<file path="config.mk">
export PLATFORM = sky130hd
export DESIGN_NAME = sdt_cell
export DESIGN_NICKNAME = d
export VERILOG_FILES = /design/src/sdt_pkg.sv /design/src/sdt_cell.sv
export SDC_FILE = /design/constraint.sdc
export NUM_CORES = 1
export LEC_CHECK = 0
export ABC_AREA = 1
export CORE_AREA = 2 2 117 119
export DETAILED_ROUTE_END_ITERATION = 7
export DIE_AREA = 0 0 119 121
export DONT_BUFFER_PORTS = 1
export PLACE_DENSITY_LB_ADDON = 0.3
export SETUP_SLACK_MARGIN = 0.15
export SLEW_MARGIN = 40
export SYNTH_ARGS = -nofsm -noshare
export SYNTH_HDL_FRONTEND = slang
export SYNTH_SLANG_ARGS = --single-unit
export TNS_END_PERCENT = 50
</file>
<file path="constraint.sdc">
create_clock -name clk -period 5.4 [get_ports clk]
set_input_delay 0.27 -clock clk [delete_from_list [all_inputs] [get_ports clk]]
set_output_delay 0.27 -clock clk [all_outputs]
set_load 0.01 [all_outputs]
</file>
<file path="src/sdt_pkg.sv">
// package: command and status codes, chain carry type
package sdt_pkg;

  localparam logic [2:0] CMD_LOOKUP = 3'd0;
  localparam logic [2:0] CMD_INSERT = 3'd1;
  localparam logic [2:0] CMD_UPDATE = 3'd2;
  localparam logic [2:0] CMD_REMOVE = 3'd3;
  localparam logic [2:0] CMD_ALLOC  = 3'd4;

  localparam logic [2:0] ST_OK        = 3'd0;
  localparam logic [2:0] ST_MISS      = 3'd1;
  localparam logic [2:0] ST_IN_USE    = 3'd2;
  localparam logic [2:0] ST_ABSENT    = 3'd3;
  localparam logic [2:0] ST_EXHAUSTED = 3'd4;

  localparam logic [16:0] RPORT_ANY = 17'h1FFFF;
  localparam logic [6:0]  COUNT_MAX = 7'd127;

  typedef struct packed {
    logic        live;
    logic        hit;
    logic [1:0]  level;
    logic        own_valid;
    logic [15:0] own_lp;
    logic        ev;
    logic [15:0] ev_lp;
  } sdt_carry_t;

endpackage

</file>
<file path="src/sdt_cell.sv">
// one connection entry of the chain: key storage, compare, carry stage
module sdt_cell #(
  parameter int IDX       = 0,
  parameter int IW        = 6,
  parameter int ADDR_BITS = 32
) (
  input  logic                 clk,
  input  logic                 rst_n,
  input  logic                 q_pass,
  input  logic [2:0]           q_cmd,
  input  logic [ADDR_BITS-1:0] q_la,
  input  logic [ADDR_BITS-1:0] q_ra,
  input  logic [15:0]          q_lp,
  input  logic [16:0]          q_rp,
  input  logic [5:0]           q_id,
  input  logic [15:0]          q_keep,
  input  sdt_pkg::sdt_carry_t  c_in,
  input  logic [IW-1:0]        id_in,
  output sdt_pkg::sdt_carry_t  c_out,
  output logic [IW-1:0]        id_out
);
  import sdt_pkg::*;

  logic                 valid_r, valid_nxt;
  logic [ADDR_BITS-1:0] la_r, ra_r;
  logic [15:0]          lp_r;
  logic [16:0]          rp_r;
  sdt_carry_t           c_r, c_nxt;
  logic [IW-1:0]        id_r, id_nxt;
  logic [3:0]           m;
  logic [1:0]           lvl;
  logic                 own, lp_eq, la0, ra0, evict, wr_all, wr_addr;

  always_comb begin
    own   = (32'(q_id) == 32'(IDX));
    lp_eq = (lp_r == q_lp);
    la0   = (la_r == '0);
    ra0   = (ra_r == '0);
    m[0] = valid_r && la_r == q_la && ra_r == q_ra && lp_eq && rp_r == q_rp;
    m[1] = valid_r && la0 && ra_r == q_ra && lp_eq && rp_r == q_rp;
    m[2] = valid_r && la_r == q_la && ra0 && lp_eq && rp_r == RPORT_ANY;
    m[3] = valid_r && la0 && ra0 && lp_eq && rp_r == RPORT_ANY;
    lvl = m[0] ? 2'd0 : m[1] ? 2'd1 : m[2] ? 2'd2 : 2'd3;
    evict = c_in.live && q_pass && q_cmd == CMD_UPDATE && !own && valid_r &&
            la_r == q_la && ra_r == q_ra && lp_r == q_keep && rp_r == q_rp;
    wr_all  = c_in.live && q_pass && own && q_cmd == CMD_INSERT;
    wr_addr = c_in.live && q_pass && own && (q_cmd == CMD_INSERT || q_cmd == CMD_UPDATE);
    c_nxt     = c_in;
    id_nxt    = id_in;
    valid_nxt = valid_r;
    if (c_in.live && !q_pass) begin
      if (|m && (!c_in.hit || lvl < c_in.level)) begin
        c_nxt.hit   = 1'b1;
        c_nxt.level = lvl;
        id_nxt      = IW'(IDX);
      end
      if (own) begin
        c_nxt.own_valid = valid_r;
        c_nxt.own_lp    = lp_r;
      end
    end
    if (evict) begin
      valid_nxt   = 1'b0;
      c_nxt.ev    = 1'b1;
      c_nxt.ev_lp = lp_r;
    end
    if (wr_all) valid_nxt = 1'b1;
    if (c_in.live && q_pass && own && q_cmd == CMD_REMOVE) valid_nxt = 1'b0;
  end

  always_ff @(posedge clk) begin
    if (!rst_n) begin
      valid_r <= 1'b0;
      c_r     <= '0;
    end else begin
      valid_r <= valid_nxt;
      c_r     <= c_nxt;
    end
    id_r <= id_nxt;
    if (wr_addr) begin
      la_r <= q_la;
      ra_r <= q_ra;
      rp_r <= q_rp;
    end
    if (wr_all) lp_r <= q_lp;
  end

  assign c_out  = c_r;
  assign id_out = id_r;
endmodule

</file>
Yosys cells after proc, flatten, opt, wreduce, memory -nomap -nowiden
Cells that the tools add are included.

operators by class
  div/mod/pow operators = 0
  multiplexer cells = 11
  shift-type cells = 0
  add/subtract/negate cells = 0
  equal/unequal tests = 9
  bitwise gates (word level) = 1
  reduce and logical (&&, ||, !) cells = 39
  multiply operators = 0
  $lt $le $gt $ge = 1

operator list
  operator                                              count
  equality test 32 bit                                  2
  zero test 32 bit                                      2
  2-to-1 mux 17 bit                                     2
  equality test 16 bit                                  2
  logical AND 1 bit                                     28
  2-to-1 mux 20 bit                                     1
  equality test 17 bit                                  1
  equality test 17 bit (second input constant)          1
  2-to-1 mux 6 bit                                      2
  equality test 3 x 2 -> 1 bit (second input constant)  2
  zero test 6 bit                                       1
  2-to-1 mux 2 bit                                      2
  OR reduction 4 bit                                    1
  equality test 3 x 1 -> 1 bit (second input constant)  1
  zero test 1 bit                                       3
  2-to-1 mux 1 bit                                      3
  2-to-1 mux 3 bit                                      1
  logical OR 1 bit                                      2
  less-than comparator 2 bit                            1
  nonzero test 2 bit                                    1
  OR reduction 2 bit                                    1
  inverter 1 bit                                        1

storage, ports and cells
  RAM bits = 0
  bits in latches = 0
  register bits after elaboration = 142
  output and inout bits = 44
  memory bits (read-only) = 0
  memories = 0

Longest topological paths before layout
  depth after elaboration = 13
  mapped depth = 20
  gate-level depth less buffers = 20

Least setup slack after synthesis
No wires, ideal clock.

  path kind = input to register
  start point = input port q_id[3]
  end point = register la_r[0], enable pin
  path buffers = 0
  library setup time = 0.537 ns
  slack = 0.254 ns
  stages on the path = 8
  arrival time = 4.609 ns
  cells stage by stage = nor2_1 > nand2_1 > nor3_1 > inv_1 > nor2_1 > inv_1 > nor4_1 > o21bai_1

between the ends
  longest elaborated chain between the ends = 3

RTL lines
  element                         line            RTL
  start: declaration              sdt_cell.sv:15  input logic [5:0] q_id,
  zero test 6 bit                 sdt_cell.sv:35  own = (32'(q_id) == 32'(IDX));
  logical AND 1 bit (2 in a row)  sdt_cell.sv:47  wr_addr = c_in.live && q_pass && own && (q_cmd == CMD_INSERT || q_cmd == CMD_UPDATE);
  via wr_addr                     sdt_cell.sv:32  logic own, lp_eq, la0, ra0, evict, wr_all, wr_addr;
  end signal: assignment          sdt_cell.sv:81  la_r <= q_la;
  end: declaration                sdt_cell.sv:25  logic [ADDR_BITS-1:0] la_r, ra_r;

The timed path passes the listed nets, and every way through them passes these cells.
A chain may end at the register's enable or synchronous reset.

Final worst setup path
  start point = register la_r[26]
  end point = register c_r, in the netlist c_out[34]

between the ends
  longest elaborated chain between the ends = 13
  elaborated cells between the ends (all ways) = 25
  those cells by class = order compare (1); eq/ne (1); mux (5); reduce/logical (18)

RTL lines
  element                         line                            RTL
  equality test 32 bit            sdt_cell.sv:39, sdt_cell.sv:41
  logical AND 1 bit               sdt_cell.sv:39, sdt_cell.sv:41
  logical AND 1 bit (3 in a row)  sdt_cell.sv:41                  m[2] = valid_r && la_r == q_la && ra0 && lp_eq && rp_r == RPORT_ANY;
  2-to-1 mux 1 bit                sdt_cell.sv:43                  lvl = m[0] ? 2'd0 : m[1] ? 2'd1 : m[2] ? 2'd2 : 2'd3;
  2-to-1 mux 2 bit (2 in a row)   sdt_cell.sv:43
  less-than comparator 2 bit      sdt_cell.sv:52                  if (|m && (!c_in.hit || lvl < c_in.level)) begin
  logical OR 1 bit                sdt_cell.sv:52
  logical AND 1 bit               sdt_cell.sv:52
  2-to-1 mux 3 bit (*)            sdt_cell.sv:52
  2-to-1 mux 20 bit (*)           sdt_cell.sv:51                  if (c_in.live && !q_pass) begin
  end signal: assignment          sdt_cell.sv:77                  c_r <= c_nxt;
  end: declaration                sdt_cell.sv:28                  sdt_carry_t c_r, c_nxt;

Every way passes the cells marked *; elsewhere a longest branch is shown, timed or not.

==> impl_metrics.yaml <==
run_status:
  outcome: "finished, final reports clean"
yosys:
  synth_cell_types: 35
  synth_nets: 1134
  yosys.area.top_type: "edfxtp_1"
  yosysMostFrequentCell: "nand2_1"
  synth-seq-cells: 142
  ys_top_cells_by_count: "nand2_1, inv_1, nor2_1, edfxtp_1, dfxtp_1"
  synth_enable_flop_cells: 97
  async_flop_share_pct: 0
  yosysSeqAreaShare_pct: 50.7
  post_synth.cell_area_avg_um2: 7.80
  ys.flop_type: "edfxtp_1"
  syn_inst: 964
  synth_area_leaders: "edfxtp_1, nand2_1, dfxtp_1"
  synth_warnings: 0
  syn-cell-area_um2: 7520
  yosysTopAreaCellShare_pct: 38.7
sta:
  finalClockSkew_ns: 0.00786
  worst_pin_slew_ns: 0.777
  setup_viol: 0
  relSlewSlack_pct: 48.2
  period_needed_ns: 2.90
  max_freq_ghz: 0.344
  hold_viol_final: 0
  setup_slack_ns: 2.50
  min_period_over_period_pct: 53.8
  rsz0062_at_grt: "false"
  setup-tns-final_ns: 0
  slew_viol_final: 0
critical_path:
  critPathLaunchType: "flop"
  arrival_ns: 3.20
  path_class: "reg -> reg"
  crit_fanout: 5
  endpoint_kind: "flop"
  cp_data_required_time_ns: 5.70
placed_design:
  place_ws_ns: 2.85
  place_hpwl_um: 13800
  gp_congestion: 0.885
  portBuffers: 0
  dp.cells: 1128
global_route:
  track_usage_pct: 29.5
  grt_pass1_wl_um: 33200
  grt_max_degree: 82
  grt_pass1_vias: 6811
  antenna_found_initial: 0
  grt-ovfl-total: 0
clocking:
  cts_resized: 0
  cts-root-buf: "clkbuf_16"
  cts_buffers: 17
  h-tree-depth: 4
  clock_path_buffers: 2
  cts_tree: "built"
  post_cts_buffers: 0
  postCtsHoldBufs: 126
  clkTransAtPathRegs_ns: 0.06
  insertion_delay_ns: 0.42
  cts.sinks: 142
pwr:
  irDropWorstVdd_v: 0.000222
  p_leak_nw: 4.34
  p_per_area_nw_per_um2: 271
floorplan:
  num_rows: 42
  num_io_pins: 213
  die_x_um: 119
  coreArea_um2: 13100
  start_util_pct: 57.5
  dieArea_um2: 14400
  fp.dieH_um: 121
finish:
  post-route-util_pct: 73.1
  antenna-diode-count: 0
  layout.nets: 1268
  area_growth_pct: 27.3
  stdcell_count: 1287
  drive_above_1_share_pct: 6.30
  fillers: 976
routing:
  drt_wl_total_um: 20700
  drt-initial-drc-count: 568
  ant_nets: 0
  drc_errors: 0
  vias: 6669
  avgRoutedWirePerCell_um: 16.1
  drtPass1Iterations: 7
  vias_per_cell: 5.18
flow_run:
  cap_violations: 0
hold_path:
  hold_class: "in -> reg"
[area by class of cell]
type                       count  area, µm²  area share (%)
tap                          176        220            2.30
inverter                     186        698            7.30
multi-input combinational    621       2940            30.7
clock buffer                  20        437            4.56
timing repair buffer         130       1300            13.6
clock inverter                12        169            1.76
sequential                   142       3810            39.8
[metal layers]
layer  global-route usage [%]  up-vias  part of all wire (%)  routed length [µm]
li1                         -     3267                     -                   -
met2                     49.3      319                    49               10100
met1                     36.3     3045                    40                8360
met4                     10.0        0                   2.1                 436
met5                        0        -                     0                   0
met3                     9.21       38                   8.7                1800
[placed cells by master, fill, tap and decap left out, types with 4 or more instances in the layout]
cell type	Yosys	layout
a211oi_1	18	18
a21oi_1	16	16
bufinv_16	0	4
clkbuf_16	0	17
dfxtp_1	45	45
dlygate4sd3_1	0	127
edfxtp_1	97	97
inv_1	173	173
inv_2	12	12
nand2_1	269	269
nand2_2	5	5
nand3_1	30	29
nand4_1	26	26
nor2_1	152	152
nor2_2	10	10
nor3_1	6	6
o21ai_0	21	21
or2_2	4	4
xnor2_1	21	21
xor2_1	22	22
[cell families after synthesis]
logic type	Yosys count	synth area share, %
AND/OR/NAND/NOR	515	28.6
buffers and inverters	201	10.6
flip-flops	142	50.7
AO/OA/AOI/OAI	62	4.91
XOR/XNOR	43	5.01
adder cells (fa/ha/maj)	1	0.166
[flip-flops by register name, indices dropped and copies added (netlist names)]
name	count
c_out	38
id_out	6
la_r	32
lp_r	16
ra_r	32
rp_r	17
valid_r	1
[worst max-delay path: stages (launching register included)]
cell and delay [ns]:
edfxtp_1 0.43, xnor2_1 0.25, nand2_1 0.09, nor2_1 0.14
nand2_1 0.07, nor2_1 0.11, inv_1 0.05, nor2_1 0.17
nand3_1 0.13, nand2_1 0.09, inv_2 0.04, ha_1 0.26
nand2_1 0.08, nand2_2 0.05, nand2_2 0.09, nand3_1 0.08
nand2_1 0.06, nor2_1 0.05, dlygate4sd3_1 0.54
[per-stage QoR]
stage | hold WS, ns | power, mW | cell area (µm²)
3_3_place_gp | 0.369 | 1.32 | 7680
5_1_grt | 0.0197 | 2.68 | 9570
3_5_place_dp | 0.369 | 1.32 | 7690
4_1_cts | 0.00843 | 2.60 | 9560
2_1_floorplan | 0.363 | 1.30 | 7520
6_report | 0.0241 | 2.59 | 9570
[final timing paths]
check,cells past startpoint,slack (ns),start,end
max,18,2.50,la_r[26],c_out[34]
min,2,0.02,c_in[30],c_out[30]
max reg2reg,18,2.50,la_r[26],c_out[34]
min reg2reg,2,0.52,valid_r,valid_r
[power breakdown]
part / total (mW) / switching (mW) / internal [mW]
Clock: 1.21 / 0.441 / 0.769
Sequential: 1.20 / 0.0185 / 1.18
Combinational: 0.181 / 0.0762 / 0.105
Note: power is estimated with default switching activity, not from simulation.
